### src/sv/rgbab_pkg.sv
`timescale 1ns / 1ps
// Shared types and constants of the RGB alpha blend unit.
// No dependencies; the core, the register file and the testbench refer to it.
package rgbab_pkg;

   localparam int unsigned CHANNELS = 3;
   localparam logic [7:0] PIX_MAX = 8'd255;

   // Blend mode codes held in the blend_mode register.
   localparam logic [2:0] MODE_SRC_ALPHA    = 3'd0;
   localparam logic [2:0] MODE_OPAQUE       = 3'd1;
   localparam logic [2:0] MODE_ALPHA_OPAQUE = 3'd2;
   localparam logic [2:0] MODE_FILL         = 3'd3;
   localparam logic [2:0] MODE_COPY         = 3'd4;

   // Register indexes; register i sits at byte address 4*i.
   localparam logic [2:0] REG_BLEND_MODE = 3'd0;
   localparam logic [2:0] REG_OPAQUENESS = 3'd1;
   localparam logic [2:0] REG_FILL_RED   = 3'd2;
   localparam logic [2:0] REG_FILL_GREEN = 3'd3;
   localparam logic [2:0] REG_FILL_BLUE  = 3'd4;

   localparam int unsigned CSR_ADDR_W = 5;
   localparam int unsigned CSR_DATA_W = 32;

   // Register values as seen by the datapath. Fill lanes: 0 red, 1 green, 2 blue.
   typedef struct packed {
      logic [2:0]                     blend_mode;
      logic [7:0]                     opaqueness;
      logic [CHANNELS-1:0][7:0]       fill;
   } cfg_type;

endpackage

### src/sv/rgbab_req_if.sv
`timescale 1ns / 1ps
// Input channel of the blend unit: one destination and one source pixel.
// Stand-alone interface with valid/ready handshake; no dependencies.
interface rgbab_req_if;
   logic       valid;
   logic       ready;
   logic [7:0] dst_red;
   logic [7:0] dst_green;
   logic [7:0] dst_blue;
   logic [7:0] dst_alpha;
   logic [7:0] src_red;
   logic [7:0] src_green;
   logic [7:0] src_blue;
   logic [7:0] src_alpha;

   modport source (
      output valid, dst_red, dst_green, dst_blue, dst_alpha,
             src_red, src_green, src_blue, src_alpha,
      input  ready
   );

   modport sink (
      input  valid, dst_red, dst_green, dst_blue, dst_alpha,
             src_red, src_green, src_blue, src_alpha,
      output ready
   );
endinterface

### src/sv/rgbab_rsp_if.sv
`timescale 1ns / 1ps
// Result channel of the blend unit: one blended pixel per transaction.
// Stand-alone interface with valid/ready handshake; no dependencies.
interface rgbab_rsp_if;
   logic       valid;
   logic       ready;
   logic [7:0] out_red;
   logic [7:0] out_green;
   logic [7:0] out_blue;
   logic [7:0] out_alpha;

   modport source (
      output valid, out_red, out_green, out_blue, out_alpha,
      input  ready
   );

   modport sink (
      input  valid, out_red, out_green, out_blue, out_alpha,
      output ready
   );
endinterface

### src/sv/rgb_alpha_blend_unit_core.sv
`timescale 1ns / 1ps
// Top level of the RGB alpha blend unit: three-stage blend pipeline.
// Depends on rgbab_pkg, rgbab_req_if, rgbab_rsp_if and rgbab_csr.
//
// The unit takes one transaction per clock, each carrying a destination and a
// source pixel, and returns one blended pixel per transaction, in order. Every
// colour channel is computed as (x*w + y*(255-w)) >> 8, with x, y and w chosen
// by blend_mode; copy mode returns the source colour with alpha 255, and the
// undefined mode codes return the destination pixel. The pipeline has three
// register stages: operand and weight selection (including the alpha times
// opaqueness product of mode 2), the two per-channel weight products, and the
// final sum, which lands in the output register. With the result side ready
// the unit sustains one transaction per cycle. Each stage holds its data
// while the stage after it is stalled, so back-pressure loses and repeats
// nothing.
// The registers must only be written while no transaction is in flight.
module rgb_alpha_blend_unit_core (
   input  logic                                clock,
   input  logic                                reset,
   rgbab_req_if.sink                           req_bus,
   rgbab_rsp_if.source                         rsp_bus,
   input  logic                                csr_psel,
   input  logic                                csr_penable,
   input  logic                                csr_pwrite,
   input  logic [rgbab_pkg::CSR_ADDR_W-1:0]    csr_paddr,
   input  logic [rgbab_pkg::CSR_DATA_W-1:0]    csr_pwdata,
   output logic [rgbab_pkg::CSR_DATA_W-1:0]    csr_prdata,
   output logic                                csr_pready
);

   localparam int unsigned NCH = rgbab_pkg::CHANNELS;

   rgbab_pkg::cfg_type cfg;

   rgbab_csr u_csr (
      .clock       (clock),
      .reset       (reset),
      .csr_psel    (csr_psel),
      .csr_penable (csr_penable),
      .csr_pwrite  (csr_pwrite),
      .csr_paddr   (csr_paddr),
      .csr_pwdata  (csr_pwdata),
      .csr_prdata  (csr_prdata),
      .csr_pready  (csr_pready),
      .cfg         (cfg)
   );

   // Each stage moves when it is empty or the stage after it is moving.
   logic s1_ready;
   logic s2_ready;
   logic s3_ready;

   logic s1_valid_ff, s1_valid_in;
   logic s2_valid_ff, s2_valid_in;
   logic s3_valid_ff, s3_valid_in;

   assign s3_ready    = !s3_valid_ff || rsp_bus.ready;
   assign s2_ready    = !s2_valid_ff || s3_ready;
   assign s1_ready    = !s1_valid_ff || s2_ready;
   assign req_bus.ready = s1_ready;

   assign s1_valid_in = s1_ready ? req_bus.valid : s1_valid_ff;
   assign s2_valid_in = s2_ready ? s1_valid_ff   : s2_valid_ff;
   assign s3_valid_in = s3_ready ? s2_valid_ff   : s3_valid_ff;

   always_ff @(posedge clock) begin
      if (reset) begin
         s1_valid_ff <= 1'b0;
         s2_valid_ff <= 1'b0;
         s3_valid_ff <= 1'b0;
      end else begin
         s1_valid_ff <= s1_valid_in;
         s2_valid_ff <= s2_valid_in;
         s3_valid_ff <= s3_valid_in;
      end
   end

   // Stage 1: pick the blend operands. The weight is kept as a 16-bit value
   // whose upper byte is the effective weight, so mode 2 can register the
   // raw alpha times opaqueness product and take its upper byte later.
   logic [NCH-1:0][7:0] s1_x_ff, s1_x_in;
   logic [NCH-1:0][7:0] s1_y_ff, s1_y_in;
   logic [15:0]         s1_wgt_ff, s1_wgt_in;
   logic                s1_bypass_ff, s1_bypass_in;
   logic [7:0]          s1_alpha_ff, s1_alpha_in;

   always_comb begin
      s1_x_in      = {req_bus.dst_blue, req_bus.dst_green, req_bus.dst_red};
      s1_y_in      = {req_bus.dst_blue, req_bus.dst_green, req_bus.dst_red};
      s1_wgt_in    = '0;
      s1_bypass_in = 1'b0;
      s1_alpha_in  = req_bus.dst_alpha;
      case (cfg.blend_mode)
         rgbab_pkg::MODE_SRC_ALPHA: begin
            s1_x_in   = {req_bus.src_blue, req_bus.src_green, req_bus.src_red};
            s1_wgt_in = {req_bus.src_alpha, 8'h00};
         end
         rgbab_pkg::MODE_OPAQUE: begin
            s1_x_in   = {req_bus.src_blue, req_bus.src_green, req_bus.src_red};
            s1_wgt_in = {cfg.opaqueness, 8'h00};
         end
         rgbab_pkg::MODE_ALPHA_OPAQUE: begin
            s1_x_in   = {req_bus.src_blue, req_bus.src_green, req_bus.src_red};
            s1_wgt_in = 16'(req_bus.src_alpha) * 16'(cfg.opaqueness);
         end
         rgbab_pkg::MODE_FILL: begin
            s1_y_in   = cfg.fill;
            s1_wgt_in = {req_bus.dst_alpha, 8'h00};
         end
         rgbab_pkg::MODE_COPY: begin
            s1_x_in      = {req_bus.src_blue, req_bus.src_green, req_bus.src_red};
            s1_bypass_in = 1'b1;
            s1_alpha_in  = rgbab_pkg::PIX_MAX;
         end
         default: begin
            // Undefined mode codes hand the destination pixel through.
            s1_bypass_in = 1'b1;
         end
      endcase
   end

   always_ff @(posedge clock) begin
      if (s1_ready) begin
         s1_x_ff      <= s1_x_in;
         s1_y_ff      <= s1_y_in;
         s1_wgt_ff    <= s1_wgt_in;
         s1_bypass_ff <= s1_bypass_in;
         s1_alpha_ff  <= s1_alpha_in;
      end
   end

   // Stage 2: one product per operand and channel.
   logic [7:0]           s2_w;
   logic [7:0]           s2_wc;
   logic [NCH-1:0][15:0] s2_px_ff, s2_px_in;
   logic [NCH-1:0][15:0] s2_py_ff, s2_py_in;
   logic [NCH-1:0][7:0]  s2_x_ff;
   logic                 s2_bypass_ff;
   logic [7:0]           s2_alpha_ff;

   assign s2_w  = s1_wgt_ff[15:8];
   assign s2_wc = rgbab_pkg::PIX_MAX - s2_w;

   // Stage 3: sum of the two products; the upper byte is the result.
   logic [NCH-1:0][7:0] s3_rgb_ff, s3_rgb_in;
   logic [7:0]          s3_alpha_ff;

   for (genvar c = 0; c < NCH; c++) begin : g_lane
      logic [16:0] sum;

      assign s2_px_in[c] = 16'(s1_x_ff[c]) * 16'(s2_w);
      assign s2_py_in[c] = 16'(s1_y_ff[c]) * 16'(s2_wc);

      assign sum          = 17'(s2_px_ff[c]) + 17'(s2_py_ff[c]);
      assign s3_rgb_in[c] = s2_bypass_ff ? s2_x_ff[c] : sum[15:8];
   end

   always_ff @(posedge clock) begin
      if (s2_ready) begin
         s2_px_ff     <= s2_px_in;
         s2_py_ff     <= s2_py_in;
         s2_x_ff      <= s1_x_ff;
         s2_bypass_ff <= s1_bypass_ff;
         s2_alpha_ff  <= s1_alpha_ff;
      end
   end

   always_ff @(posedge clock) begin
      if (s3_ready) begin
         s3_rgb_ff   <= s3_rgb_in;
         s3_alpha_ff <= s2_alpha_ff;
      end
   end

   assign rsp_bus.valid     = s3_valid_ff;
   assign rsp_bus.out_red   = s3_rgb_ff[0];
   assign rsp_bus.out_green = s3_rgb_ff[1];
   assign rsp_bus.out_blue  = s3_rgb_ff[2];
   assign rsp_bus.out_alpha = s3_alpha_ff;

endmodule

### src/sv/rgbab_csr.sv
`timescale 1ns / 1ps
// Configuration register file of the blend unit behind an APB-style port.
// Depends on rgbab_pkg for register indexes and the cfg_type struct.
module rgbab_csr (
   input  logic                                clock,
   input  logic                                reset,
   input  logic                                csr_psel,
   input  logic                                csr_penable,
   input  logic                                csr_pwrite,
   input  logic [rgbab_pkg::CSR_ADDR_W-1:0]    csr_paddr,
   input  logic [rgbab_pkg::CSR_DATA_W-1:0]    csr_pwdata,
   output logic [rgbab_pkg::CSR_DATA_W-1:0]    csr_prdata,
   output logic                                csr_pready,
   output rgbab_pkg::cfg_type                  cfg
);

   rgbab_pkg::cfg_type cfg_ff;
   rgbab_pkg::cfg_type cfg_in;
   logic               wr_en;
   logic [2:0]         reg_idx;

   assign csr_pready = 1'b1;
   assign wr_en      = csr_psel && csr_penable && csr_pwrite;
   assign reg_idx    = csr_paddr[rgbab_pkg::CSR_ADDR_W-1:2];

   always_comb begin
      cfg_in = cfg_ff;
      if (wr_en) begin
         case (reg_idx)
            rgbab_pkg::REG_BLEND_MODE: cfg_in.blend_mode = csr_pwdata[2:0];
            rgbab_pkg::REG_OPAQUENESS: cfg_in.opaqueness = csr_pwdata[7:0];
            rgbab_pkg::REG_FILL_RED:   cfg_in.fill[0]    = csr_pwdata[7:0];
            rgbab_pkg::REG_FILL_GREEN: cfg_in.fill[1]    = csr_pwdata[7:0];
            rgbab_pkg::REG_FILL_BLUE:  cfg_in.fill[2]    = csr_pwdata[7:0];
            default: ;
         endcase
      end
   end

   always_ff @(posedge clock) begin
      if (reset) begin
         cfg_ff.blend_mode <= rgbab_pkg::MODE_SRC_ALPHA;
         cfg_ff.opaqueness <= rgbab_pkg::PIX_MAX;
         cfg_ff.fill       <= '0;
      end else begin
         cfg_ff <= cfg_in;
      end
   end

   always_comb begin
      case (reg_idx)
         rgbab_pkg::REG_BLEND_MODE:
            csr_prdata = rgbab_pkg::CSR_DATA_W'(cfg_ff.blend_mode);
         rgbab_pkg::REG_OPAQUENESS:
            csr_prdata = rgbab_pkg::CSR_DATA_W'(cfg_ff.opaqueness);
         rgbab_pkg::REG_FILL_RED:   csr_prdata = rgbab_pkg::CSR_DATA_W'(cfg_ff.fill[0]);
         rgbab_pkg::REG_FILL_GREEN: csr_prdata = rgbab_pkg::CSR_DATA_W'(cfg_ff.fill[1]);
         rgbab_pkg::REG_FILL_BLUE:  csr_prdata = rgbab_pkg::CSR_DATA_W'(cfg_ff.fill[2]);
         default:                   csr_prdata = '0;
      endcase
   end

   assign cfg = cfg_ff;

endmodule

### src/flat_wrapper.sv
// flat-port wrapper written by rule: the top's interface ports become plain ports
module rgb_alpha_blend_unit_core_flat 
  (clock, reset, csr_psel, csr_penable, csr_pwrite, csr_paddr, csr_pwdata, csr_prdata, csr_pready, req_bus_valid, req_bus_dst_red, req_bus_dst_green, req_bus_dst_blue, req_bus_dst_alpha, req_bus_src_red, req_bus_src_green, req_bus_src_blue, req_bus_src_alpha, req_bus_ready, rsp_bus_valid, rsp_bus_out_red, rsp_bus_out_green, rsp_bus_out_blue, rsp_bus_out_alpha, rsp_bus_ready);
  rgbab_req_if req_bus_i ();
  rgbab_rsp_if rsp_bus_i ();
  input  logic clock;
  input  logic reset;
  input  logic csr_psel;
  input  logic csr_penable;
  input  logic csr_pwrite;
  input  logic [rgbab_pkg::CSR_ADDR_W-1:0] csr_paddr;
  input  logic [rgbab_pkg::CSR_DATA_W-1:0] csr_pwdata;
  output logic [rgbab_pkg::CSR_DATA_W-1:0] csr_prdata;
  output logic csr_pready;
  input wire logic [$bits(req_bus_i.valid)-1:0] req_bus_valid;
  input wire logic [$bits(req_bus_i.dst_red)-1:0] req_bus_dst_red;
  input wire logic [$bits(req_bus_i.dst_green)-1:0] req_bus_dst_green;
  input wire logic [$bits(req_bus_i.dst_blue)-1:0] req_bus_dst_blue;
  input wire logic [$bits(req_bus_i.dst_alpha)-1:0] req_bus_dst_alpha;
  input wire logic [$bits(req_bus_i.src_red)-1:0] req_bus_src_red;
  input wire logic [$bits(req_bus_i.src_green)-1:0] req_bus_src_green;
  input wire logic [$bits(req_bus_i.src_blue)-1:0] req_bus_src_blue;
  input wire logic [$bits(req_bus_i.src_alpha)-1:0] req_bus_src_alpha;
  output wire logic [$bits(req_bus_i.ready)-1:0] req_bus_ready;
  output wire logic [$bits(rsp_bus_i.valid)-1:0] rsp_bus_valid;
  output wire logic [$bits(rsp_bus_i.out_red)-1:0] rsp_bus_out_red;
  output wire logic [$bits(rsp_bus_i.out_green)-1:0] rsp_bus_out_green;
  output wire logic [$bits(rsp_bus_i.out_blue)-1:0] rsp_bus_out_blue;
  output wire logic [$bits(rsp_bus_i.out_alpha)-1:0] rsp_bus_out_alpha;
  input wire logic [$bits(rsp_bus_i.ready)-1:0] rsp_bus_ready;
  assign req_bus_i.valid = req_bus_valid;
  assign req_bus_i.dst_red = req_bus_dst_red;
  assign req_bus_i.dst_green = req_bus_dst_green;
  assign req_bus_i.dst_blue = req_bus_dst_blue;
  assign req_bus_i.dst_alpha = req_bus_dst_alpha;
  assign req_bus_i.src_red = req_bus_src_red;
  assign req_bus_i.src_green = req_bus_src_green;
  assign req_bus_i.src_blue = req_bus_src_blue;
  assign req_bus_i.src_alpha = req_bus_src_alpha;
  assign req_bus_ready = req_bus_i.ready;
  assign rsp_bus_valid = rsp_bus_i.valid;
  assign rsp_bus_out_red = rsp_bus_i.out_red;
  assign rsp_bus_out_green = rsp_bus_i.out_green;
  assign rsp_bus_out_blue = rsp_bus_i.out_blue;
  assign rsp_bus_out_alpha = rsp_bus_i.out_alpha;
  assign rsp_bus_i.ready = rsp_bus_ready;
  rgb_alpha_blend_unit_core u_core (.clock(clock), .reset(reset), .req_bus(req_bus_i), .rsp_bus(rsp_bus_i), .csr_psel(csr_psel), .csr_penable(csr_penable), .csr_pwrite(csr_pwrite), .csr_paddr(csr_paddr), .csr_pwdata(csr_pwdata), .csr_prdata(csr_prdata), .csr_pready(csr_pready));
endmodule
### config.mk
export PLATFORM = sky130hd
export DESIGN_NAME = rgb_alpha_blend_unit_core_flat
export DESIGN_NICKNAME = d
export VERILOG_FILES = /design/src/sv/rgbab_pkg.sv /design/src/sv/rgbab_req_if.sv /design/src/sv/rgbab_rsp_if.sv /design/src/sv/rgb_alpha_blend_unit_core.sv /design/src/sv/rgbab_csr.sv /design/src/flat_wrapper.sv
export SDC_FILE = /design/constraint.sdc
export NUM_CORES = 1
export LEC_CHECK = 0
export ABC_AREA = 1
export BUFFER_PORTS_ARGS = -buffer_cell sky130_fd_sc_hd__buf_4
export CAP_MARGIN = 20
export CORE_MARGIN = 5
export CORE_UTILIZATION = 45
export CTS_BUF_LIST = sky130_fd_sc_hd__clkbuf_8
export CTS_CLUSTER_DIAMETER = 200
export DETAILED_ROUTE_END_ITERATION = 6
export GPL_TIMING_DRIVEN = 0
export PLACE_DENSITY = 0.61
export SYNTH_ARGS = -nofsm -noshare
export SYNTH_HDL_FRONTEND = slang
export SYNTH_HIERARCHICAL = 1
export SYNTH_SLANG_ARGS = --single-unit
### constraint.sdc
create_clock -name clock -period 7 [get_ports clock]
set_input_delay 1.4 -clock clock [delete_from_list [all_inputs] [get_ports clock]]
set_output_delay 1.4 -clock clock [all_outputs]
set_load 0.01 [all_outputs]
==> key figures, run 1 <==
Clocking
  – Root Buffer: clkbuf_8
  – Worst skew pair latency: 630 ps
  – Clk pin slew, worst setup/hold paths: 80 ps
  – H-tree depth: 2
  – Post-CTS sizing: 0
  – Post-CTS Setup Repair Bufs: 0
  – Total CTS buffers: 48
  – CTS tree: done
  – Clk sinks: 264
  – Hold-fix buffers at CTS: 0
  – Max Root-Sink Buffers: 3

Global routing
  – First-pass GRT wire length: 113 mm
  – Initial antenna violation count: 1
  – Number of global-route vias before repair: 20800
  – Largest net degree at the start of global routing: 68
  – All-layer global routing usage: 22.2%
  – Grt total ovfl: 0

Detailed routing
  – Avg Vias per Cell: 4.98
  – Total number of vias: 21200
  – Final ANT Viol Nets: 0
  – First-pass DRT Iterations: 5
  – # DRC: 0
  – Routed length per instance: 16.8 um
  – Drt first-iter violations: 1448
  – Detailed Route WL: 71.4 mm

STA
  – Final setup vio count: 0
  – Setup Skew: 35.6 ps
  – Worst-Margin Slew: 977 ps
  – Final Max Slew Viols: 0
  – Crit share post-route: 79.4%
  – Final count of hold timing violations: 0
  – Fin crit period: 5560 ps
  – Unrepaired setup endpoints after global routing: false
  – Max Freq: 180 MHz
  – Worst slew margin: 34.9%

Worst setup path
  – CP Capture Point: u_core/s2_py_ff[12]
  – Worst Setup End Kind: flop
  – Reg2reg setup slack: 1440 ps
  – FF-to-FF End: u_core/s2_py_ff[12]
  – Origin of the worst setup path: u_core/s1_wgt_ff[11]
  – Worst EP required: 7390 ps
  – Startpoint class of the critical path: flop
  – Critical Path AT: 5950 ps
  – FF-to-FF path depth: 16
  – R2r startpoint: u_core/s1_wgt_ff[11]
  – Setup Crit Path Kind: reg2reg
  – Crit path max fanout: 10

Die
  – Boundary pin count: 175
  – Die area: 65000 sq um
  – Initial core utilization: 45.6%
  – Die height: 255 um
  – Placement row count: 89
  – Core area: 59200 sq um
  – Die X: 255 um

Power
  – Max IR drop VDD: 0.000181 V
  – Power per Cell Area: 358 nW/um^2
  – Total power after layout: 0.0107 W
  – Leakage Power: 15.9 nW

Synthesis
  – Number of synthesized register bits: 264
  – Post-Synth XOR/XNOR Area: 2.46%
  – Largest family of logic cells by synthesized area: adder cells
  – Synthesized instance count: 3249
  – Synth Cell Area: 27000 sq um
  – Mux share of post-synthesis cell area: 1.28%
  – Unique cell type count in the Yosys netlist: 48
  – Largest cells by area after synthesis: edfxtp_1 25%, fa_1 19%, ha_1 13%
  – Ys Warns: 6
  – Area leader, netlist: edfxtp_1
  – Post-Synth Adder-Cell Area: 32.1%
  – Yosys top cell area share: 25.1%
  – Sequential share of the synthesized area: 27.9%
  – Post-synth ARST share: 0%
  – Compound-Gate Fraction of Synth Area: 4.70%
  – Synth Area in Simple Gates: 20.2%
  – Synth Area per Inst: 8.31 sq um
  – Primary flip-flop cell chosen by synthesis mapping: edfxtp_1
  – EDFF count, synth: 226

Cells and area
  – Fin area: 30000 sq um
  – Post-layout util: 50.6%
  – Area delta synth->final: 11.0%
  – Layout cells sized above 1: 8.20%
  – Fin nets: 4088

Hold path
  – HP Class: reg2reg
  – Hold Path Stages: 0

Place
  – Port bufs: 113
  – Post-DP Area: 29000 sq um
  – Detailed Place HPWL: 57.8 mm
  – Final GP Congestion: 0.938

Job
  – Total of max-cap violations: 0

Status
  – Status: finished, final reports clean
-- power by group --
group / total [W] / internal (W) / switching, W
sequential: 0.00254 / 0.00237 / 0.000170
clock: 0.00152 / 0.000836 / 0.000684
combinational: 0.00667 / 0.00255 / 0.00412
-- how the worst min path moves through the flow --
stage | startpoint | to | slack, ps
4_1_cts | u_core/s1_bypass_ff | u_core/s2_bypass_ff | 410
6_report | u_core/s1_bypass_ff | u_core/s2_bypass_ff | 410
3_3_place_gp | u_core/s1_alpha_ff[0] | u_core/s2_alpha_ff[0] | 400
5_1_grt | u_core/s1_alpha_ff[0] | u_core/s2_alpha_ff[0] | 420
2_1_floorplan | u_core/s2_alpha_ff[0] | u_core/rsp_bus.out_alpha[0] | 400
3_5_place_dp | u_core/s1_alpha_ff[2] | u_core/s2_alpha_ff[2] | 400
-- state kept, by name, indices dropped and copies added, names as in the netlist, 8 cells and up --
signal	cells
u_core/rsp_bus.out_alpha	8
u_core/rsp_bus.out_blue	8
u_core/rsp_bus.out_green	8
u_core/rsp_bus.out_red	8
u_core/s1_alpha_ff	8
u_core/s1_wgt_ff	8
u_core/s1_x_ff	24
u_core/s1_y_ff	24
u_core/s2_alpha_ff	8
u_core/s2_px_ff	48
u_core/s2_py_ff	48
u_core/s2_x_ff	24
u_core/u_csr/cfg	35
-- placed cells by master (no fill, tap or decap), types with 7 or more instances in the layout --
cell type | synthesis | layout
nand3b_1 | 18 | 18
buf_4 | 31 | 144
nor3_1 | 10 | 10
fa_1 | 251 | 251
a221oi_1 | 7 | 7
xor2_1 | 45 | 45
nand3_1 | 115 | 115
conb_1 | 2 | 25
edfxtp_1 | 226 | 226
dfxtp_1 | 38 | 38
xnor2_1 | 31 | 31
nand2_1 | 880 | 878
clkbuf_2 | 19 | 19
clkbuf_8 | 0 | 49
inv_1 | 626 | 635
and2_1 | 7 | 7
clkinv_1 | 9 | 26
a21oi_1 | 121 | 121
mux2_4 | 20 | 20
nor2_1 | 271 | 271
ha_1 | 291 | 291
o21bai_1 | 14 | 14
nand4_1 | 22 | 22
o21ai_0 | 66 | 66
clkbuf_1 | 58 | 58
-- cells by family (layout without fill, tap and decap cells) --
| logic type | count (synthesis) | in the layout |
|---|---|---|
| buf+inv | 765 | 969 |
| mux | 24 | 24 |
| fa+ha+maj | 542 | 542 |
| simple gates | 1345 | 1345 |
| compound gates | 231 | 231 |
| other cells | 2 | 26 |
| xor+xnor | 76 | 76 |
| flops | 264 | 264 |
-- per-stage QoR --
stage | setup TNS, ps | setup WS [ps] | cells | hold slack [ps]
global route | 0 | 1260 | 4250 | 425
global placement | -112250 | -886 | 4158 | 401
CTS | 0 | 1500 | 4249 | 407
finish | 0 | 1440 | 4250 | 410
detailed placement | 0 | 1470 | 4161 | 405
floorplan | 0 | 1700 | 3272 | 400
-- cell usage after synthesis (10+ instances only) --
library cell  number
clkbuf_2          19
nor2_1           271
xor2_1            45
o21bai_1          14
edfxtp_1         226
mux2_4            20
nand2_1          880
nand3_1          115
dfxtp_1           38
xnor2_1           31
nand4_1           22
inv_1            626
o21ai_0           66
fa_1             251
clkbuf_1          58
nand3b_1          18
buf_4             31
nor3_1            10
ha_1             291
a21oi_1          121
-- worst max-delay path, stage by stage (launching register included) --
cell	delay, ps
edfxtp_1	410
clkbuf_1	700
clkinv_1	650
nand2_1	230
fa_1	460
fa_1	540
inv_1	50
fa_1	470
inv_1	50
fa_1	470
inv_1	40
ha_1	330
a21oi_1	230
o21bai_1	110
a21oi_1	200
o21bai_1	100
xor2_1	290
-- final cells by class --
cell class | count | area (sq um)
clock inverter | 39 | 294
timing repair buffer | 116 | 923
fill | 5783 | 29300
tap | 773 | 967
sequential | 264 | 7550
antenna | 1 | 2.50
buffer | 124 | 648
clock buffer | 49 | 674
inverter | 641 | 2410
multi-input combinational | 2243 | 16500
-- per-layer routing --
| layer | global-route usage [%] | share of wire (%) | routed length (um) | vias up |
|---|---|---|---|---|
| met4 | 6.03 | 2.4 | 1740 | 0 |
| met3 | 4.05 | 6.5 | 4640 | 96 |
| met5 | 0 | 0 | 0 | - |
| met2 | 36.2 | 47 | 33200 | 604 |
| li1 | - | - | - | 10400 |
| met1 | 30.8 | 44 | 31700 | 10000 |
(Power assumes the default switching activity.)
==> run 2: changes to the inputs <==
==> constraint.sdc (replaced) <==
create_clock -name clock -period 5.6 [get_ports clock]
set_input_delay 1.12 -clock clock [delete_from_list [all_inputs] [get_ports clock]]
set_output_delay 1.12 -clock clock [all_outputs]
set_load 0.01 [all_outputs]
==> key figures, run 2 (synthesized netlist as in run 1, its figures left out) <==
Place
  – Final GP Congestion: 0.938
  – Post-DP Area: 29000 sq um
  – Placed cell count: 4161
  – Worst slack at placement: 132 ps
  – Port bufs: 113
  – Detailed Place HPWL: 57.8 mm

Cells and area
  – Fill count: 5786
  – Commonest cells after routing, fill and taps aside: 878 x nand2_1, 635 x inv_1, 291 x ha_1, 271 x nor2_1, 251 x fa_1
  – Area delta synth->final: 11.0%
  – Layout cells sized above 1: 8.23%
  – Post-layout util: 50.6%
  – Finished Layout Cells: 4249
  – Fin area: 30000 sq um
  – Fin nets: 4087
  – Most common cell after layout, fill and taps aside: nand2_1

Global routing
  – Grt total ovfl: 0
  – First-pass GRT wire length: 113 mm
  – All-layer global routing usage: 22.2%
  – Number of global-route vias before repair: 20800
  – Initial antenna violation count: 1
  – Largest net degree at the start of global routing: 68

STA
  – Final WS setup: 206 ps
  – Final Max Slew Viols: 0
  – Final count of hold timing violations: 0
  – Setup Skew: 35.8 ps
  – Crit share post-route: 96.3%
  – Unrepaired setup endpoints after global routing: false
  – Setup TNS: 0 ps
  – Fin crit period: 5390 ps
  – Final setup vio count: 0
  – Max Freq: 185 MHz
  – Worst-Margin Slew: 996 ps
  – Worst slew margin: 33.6%

Clocking
  – Total CTS buffers: 48
  – Clk sinks: 264
  – Post-CTS Setup Repair Bufs: 0
  – Root Buffer: clkbuf_8
  – CTS tree: done
  – H-tree depth: 2
  – Clk pin slew, worst setup/hold paths: 60 ps
  – Hold-fix buffers at CTS: 0
  – Worst skew pair latency: 630 ps
  – Max Root-Sink Buffers: 3

Job
  – Total of max-cap violations: 0

Die
  – Die height: 255 um
  – Core area: 59200 sq um
  – Boundary pin count: 175
  – Die area: 65000 sq um
  – Placement row count: 89
  – Die X: 255 um
  – Initial core utilization: 45.6%

Power
  – Power per Cell Area: 448 nW/um^2
  – Leakage Power: 15.9 nW
  – Max IR drop VDD: 0.000226 V

Detailed routing
  – Total number of vias: 21200
  – # DRC: 0
  – Final ANT Viol Nets: 0
  – Routed length per instance: 16.8 um
  – Avg Vias per Cell: 4.99
  – Detailed Route WL: 71.4 mm
  – Drt first-iter violations: 1533
  – First-pass DRT Iterations: 5

Worst setup path
  – FF-to-FF End: u_core/s2_py_ff[12]
  – Worst EP required: 5990 ps
  – Crit-path most repeated cell: fa_1
  – R2r startpoint: u_core/s1_wgt_ff[12]
  – Startpoint class of the critical path: flop
  – Worst stage delay on the critical path: 630 ps
  – Crit path max-delay cell type: clkinv_1
  – FF-to-FF path depth: 16
  – CP cell instances: clkbuf_1 -> clkinv_1 -> nand2_1 -> fa_1 -> fa_1 -> inv_1 -> fa_1 -> inv_1 -> fa_1 -> inv_1 -> ha_1 -> a21oi_1 -> o21bai_1 -> a21oi_1 -> o21bai_1 -> xor2_1
  – Setup Crit Path Kind: reg2reg
  – Worst Setup End Kind: flop
  – Critical Path AT: 5780 ps
  – Crit path max fanout: 10
  – Reg2reg setup slack: 210 ps

Hold path
  – Hold Startpoint: u_core/s1_alpha_ff[2]
  – WHS Endpoint: u_core/s2_alpha_ff[2]
  – HP Class: reg2reg
  – Hold Path Stages: 0

Status
  – Status: finished, final reports clean
run 2: cell count changes in the layout (fill, tap and decap cells not counted):
cell,change
clkbuf_1,-2
clkbuf_2,+1
run 2: worst max path at each step:
| stage | from | to | slack, ps |
|---|---|---|---|
| floorplan | rsp_bus_ready | u_core/s2_alpha_ff[0] | 580 |
| global placement | rsp_bus_ready | u_core/s2_px_ff[20] | -2010 |
| detailed placement | u_core/s1_wgt_ff[11] | u_core/s2_py_ff[12] | 130 |
| CTS | u_core/s1_wgt_ff[11] | u_core/s2_py_ff[12] | 100 |
| global route | u_core/s1_wgt_ff[12] | u_core/s2_py_ff[15] | 2 |
| finish | u_core/s1_wgt_ff[12] | u_core/s2_py_ff[12] | 210 |
run 2: final cells by class:
cell class | count | area (sq um) | share of cell area [%]
Antenna cell | 1 | 2.50 | 0.00835
Clock inverter | 39 | 294 | 0.981
Clock buffer | 49 | 674 | 2.25
Multi-Input combinational cell | 2243 | 16500 | 55.1
Tap cell | 773 | 967 | 3.23
Sequential cell | 264 | 7550 | 25.2
Inverter | 641 | 2410 | 8.04
Timing Repair Buffer | 116 | 923 | 3.08
Buffer | 123 | 646 | 2.15
run 2: what timing repair did:
| item | 4_1_cts | 5_1_grt |
|---|---|---|
| endpoints found under the setup margin | 0 | 9 |
| resized for setup | 0 | 2 |
| endpoints found under the hold margin | 0 | 0 |
run 2: stage by stage:
| stage | hold WS, ps | power [W] |
|---|---|---|
| 4_1_cts | 407 | 0.0135 |
| 6_report | 413 | 0.0134 |
| 3_5_place_dp | 405 | 0.0115 |
| 3_3_place_gp | 401 | 0.0114 |
| 5_1_grt | 425 | 0.0149 |
| 2_1_floorplan | 400 | 0.00934 |
run 2: worst max-delay path, delay by kind of cell, from the launching register on:
kind            cells  cell delay, ps
flops               1             360
compound gates      4             640
fa+ha+maj           5            2270
xor+xnor            1             300
simple gates        1             220
buf+inv             5            1390
run 2: where the power goes:
group	internal, W	leakage (nW)	total, W	switching (W)
registers	0.00296	2.72	0.00318	0.000219
clock network	0.00105	0.519	0.00190	0.000859
logic	0.00319	12.7	0.00834	0.00515
total	0.00719	15.9	0.0134	0.00622
run 2: metal layers:
| layer | track usage [%] | vias up | wire [um] |
|---|---|---|---|
| li1 | - | 10400 | - |
| met1 | 30.8 | 10000 | 31700 |
| met2 | 36.2 | 610 | 33300 |
| met3 | 4.05 | 95 | 4650 |
| met4 | 6.03 | 0 | 1770 |
| met5 | 0 | - | 0 |
==> run 3: changes to the inputs <==
--- a/config.mk
+++ b/config.mk
@@ -9,13 +9,14 @@
 export BUFFER_PORTS_ARGS = -buffer_cell sky130_fd_sc_hd__buf_4
 export CAP_MARGIN = 20
 export CORE_MARGIN = 5
-export CORE_UTILIZATION = 45
+export CORE_UTILIZATION = 51
 export CTS_BUF_LIST = sky130_fd_sc_hd__clkbuf_8
 export CTS_CLUSTER_DIAMETER = 200
 export DETAILED_ROUTE_END_ITERATION = 6
 export GPL_TIMING_DRIVEN = 0
-export PLACE_DENSITY = 0.61
+export PLACE_DENSITY = 0.68
 export SYNTH_ARGS = -nofsm -noshare
 export SYNTH_HDL_FRONTEND = slang
 export SYNTH_HIERARCHICAL = 1
 export SYNTH_SLANG_ARGS = --single-unit
+export TNS_END_PERCENT = 30
==> key figures, run 3 (synthesized netlist as in run 1, its figures left out) <==
Clocking
  – Hold-fix buffers at CTS: 0
  – Clk pin slew, worst setup/hold paths: 60 ps
  – H-tree depth: 2
  – Worst skew pair latency: 620 ps
  – Max Root-Sink Buffers: 3
  – Total CTS buffers: 47
  – Clk sinks: 264
  – Root Buffer: clkbuf_8
  – Post-CTS Setup Repair Bufs: 0
  – Post-CTS sizing: 0
  – CTS tree: done

Detailed routing
  – First-pass DRT Iterations: 6
  – Total number of vias: 21200
  – Detailed Route WL: 68.7 mm
  – Avg Vias per Cell: 5.09
  – # DRC: 0
  – Drt first-iter violations: 1439
  – Final ANT Viol Nets: 0
  – Routed length per instance: 16.5 um

Hold path
  – Hold Path Stages: 0
  – WHS Endpoint: u_core/rsp_bus.out_alpha[7]
  – HP Class: reg2reg
  – Hold Startpoint: u_core/s2_alpha_ff[7]

STA
  – Setup Skew: 28.2 ps
  – Final setup vio count: 0
  – Crit share post-route: 95.8%
  – Worst-Margin Slew: 1060 ps
  – Final Max Slew Viols: 0
  – Fin crit period: 5360 ps
  – Final count of hold timing violations: 0
  – Worst slew margin: 28.9%
  – Unrepaired setup endpoints after global routing: false
  – Setup TNS: 0 ps
  – Max Freq: 186 MHz

Place
  – Detailed Place HPWL: 56.0 mm
  – Final GP Congestion: 0.953
  – Post-DP Area: 28900 sq um
  – Port bufs: 113

Global routing
  – First-pass GRT wire length: 109 mm
  – Grt total ovfl: 0
  – All-layer global routing usage: 24.0%
  – Initial antenna violation count: 1
  – Largest net degree at the start of global routing: 92
  – Number of global-route vias before repair: 20700

Cells and area
  – Commonest cells after routing, fill and taps aside: 878 x nand2_1, 638 x inv_1, 291 x ha_1, 271 x nor2_1, 251 x fa_1
  – Area delta synth->final: 9.93%
  – Fin nets: 4086
  – Fin area: 29700 sq um
  – Post-layout util: 56.5%
  – Fill count: 4879
  – Most common cell after layout, fill and taps aside: nand2_1
  – Layout cells sized above 1: 8.18%

Worst setup path
  – Worst Setup End Kind: flop
  – Worst EP required: 5990 ps
  – FF-to-FF End: u_core/s2_py_ff[13]
  – Crit-path most repeated cell: fa_1
  – Crit path max-delay cell type: clkbuf_1
  – Worst stage delay on the critical path: 640 ps
  – FF-to-FF path depth: 16
  – Startpoint class of the critical path: flop
  – Setup Crit Path Kind: reg2reg
  – Critical Path AT: 5750 ps
  – Top delay family on crit path: adder cells
  – Crit path max fanout: 10
  – Reg2reg setup slack: 240 ps
  – Buffers & Inverters on Critical Path: 5
  – CP cell instances: clkbuf_1 -> clkinv_1 -> nand2_1 -> fa_1 -> fa_1 -> inv_1 -> fa_1 -> inv_1 -> fa_1 -> inv_1 -> ha_1 -> nand2_1 -> o21ai_0 -> nand2_1 -> o211ai_1 -> xor2_1
  – R2r startpoint: u_core/s1_wgt_ff[12]

Die
  – Die area: 57700 sq um
  – Core area: 52600 sq um
  – Placement row count: 84
  – Initial core utilization: 51.4%
  – Die X: 240 um
  – Boundary pin count: 175
  – Die height: 240 um

Power
  – Clk pwr share: 12.4%
  – Register share of total power: 24.1%
  – Max IR drop VDD: 0.000206 V
  – Sw Pwr: 0.00615 W
  – Combinational share of power: 63.5%
  – Leakage Power: 15.9 nW
  – Power per Cell Area: 442 nW/um^2
  – Sw frac: 46.9%
  – Pint: 0.00696 W

Job
  – Total of max-cap violations: 0

Status
  – Status: finished, final reports clean
[run 3: cell count changes in the layout (fill, tap and decap cells not counted)]
cell	previous run	this run
inv_1	635	638
clkbuf_8	49	48
buf_16	2	1
bufinv_16	5	0
clkbuf_1	56	58
clkbuf_2	20	19
clkinv_1	26	18
clkinvlp_4	3	4
diode_2	1	2
clkinv_2	4	9
[run 3: how the worst max path moves through the flow]
stage | startpoint | endpoint | slack, ps | cells past startpoint
finish | u_core/s1_wgt_ff[12] | u_core/s2_py_ff[13] | 240 | 16
global route | u_core/s1_wgt_ff[11] | u_core/s2_py_ff[13] | 30 | 16
CTS | u_core/s1_wgt_ff[12] | u_core/s2_py_ff[12] | 290 | 16
detailed placement | u_core/s1_wgt_ff[12] | u_core/s2_py_ff[12] | 310 | 16
global placement | rsp_bus_ready | u_core/s2_py_ff[18] | -1800 | 5
floorplan | rsp_bus_ready | u_core/s2_alpha_ff[0] | 580 | 4
[run 3: worst reg2reg max path, delay by kind of cell (launching register included)]
kind / cells / cell delay (ps)
buf+inv: 5 / 1390
compound gates: 2 / 350
flops: 1 / 390
xor+xnor: 1 / 340
fa+ha+maj: 5 / 2290
simple gates: 3 / 410
[run 3: layout make-up]
cell class / count / area [sq um] / area share [%]
buffer: 124 / 648 / 2.18
clock buffer: 48 / 661 / 2.22
clock inverter: 35 / 158 / 0.531
inverter: 641 / 2410 / 8.12
multi-input combinational: 2243 / 16500 / 55.6
tap: 688 / 861 / 2.90
sequential: 264 / 7550 / 25.4
timing repair buffer: 115 / 896 / 3.02
antenna: 2 / 5.00 / 0.0169
[run 3: stage by stage]
stage	std cells	total power, W	hold slack, ps	setup slack (ps)
after floorplan	3272	0.00934	400	578
after detailed placement	4075	0.0115	405	309
final	4160	0.0131	407	236
after CTS	4158	0.0132	407	295
after global routing	4159	0.0146	409	28.8
after global placement	4073	0.0113	401	-1800
[run 3: power groups by stage]
| stage | Sequential, W | Clock [W] | Combinational, W |
|---|---|---|---|
| detailed placement | 0.00320 | 0 | 0.00825 |
| global route | 0.00320 | 0.00176 | 0.00961 |
| CTS | 0.00316 | 0.00168 | 0.00832 |
| finish | 0.00316 | 0.00162 | 0.00833 |
| global placement | 0.00319 | 0 | 0.00816 |
| floorplan | 0.00316 | 0 | 0.00618 |
[run 3: layer usage]
| metal | track usage (%) | vias up | routed length, um |
|---|---|---|---|
| li1 | - | 10400 | - |
| met1 | 32.6 | 10000 | 29600 |
| met2 | 39.6 | 644 | 32200 |
| met3 | 4.47 | 94 | 4970 |
| met4 | 6.98 | 0 | 1910 |
| met5 | 0 | - | 0 |
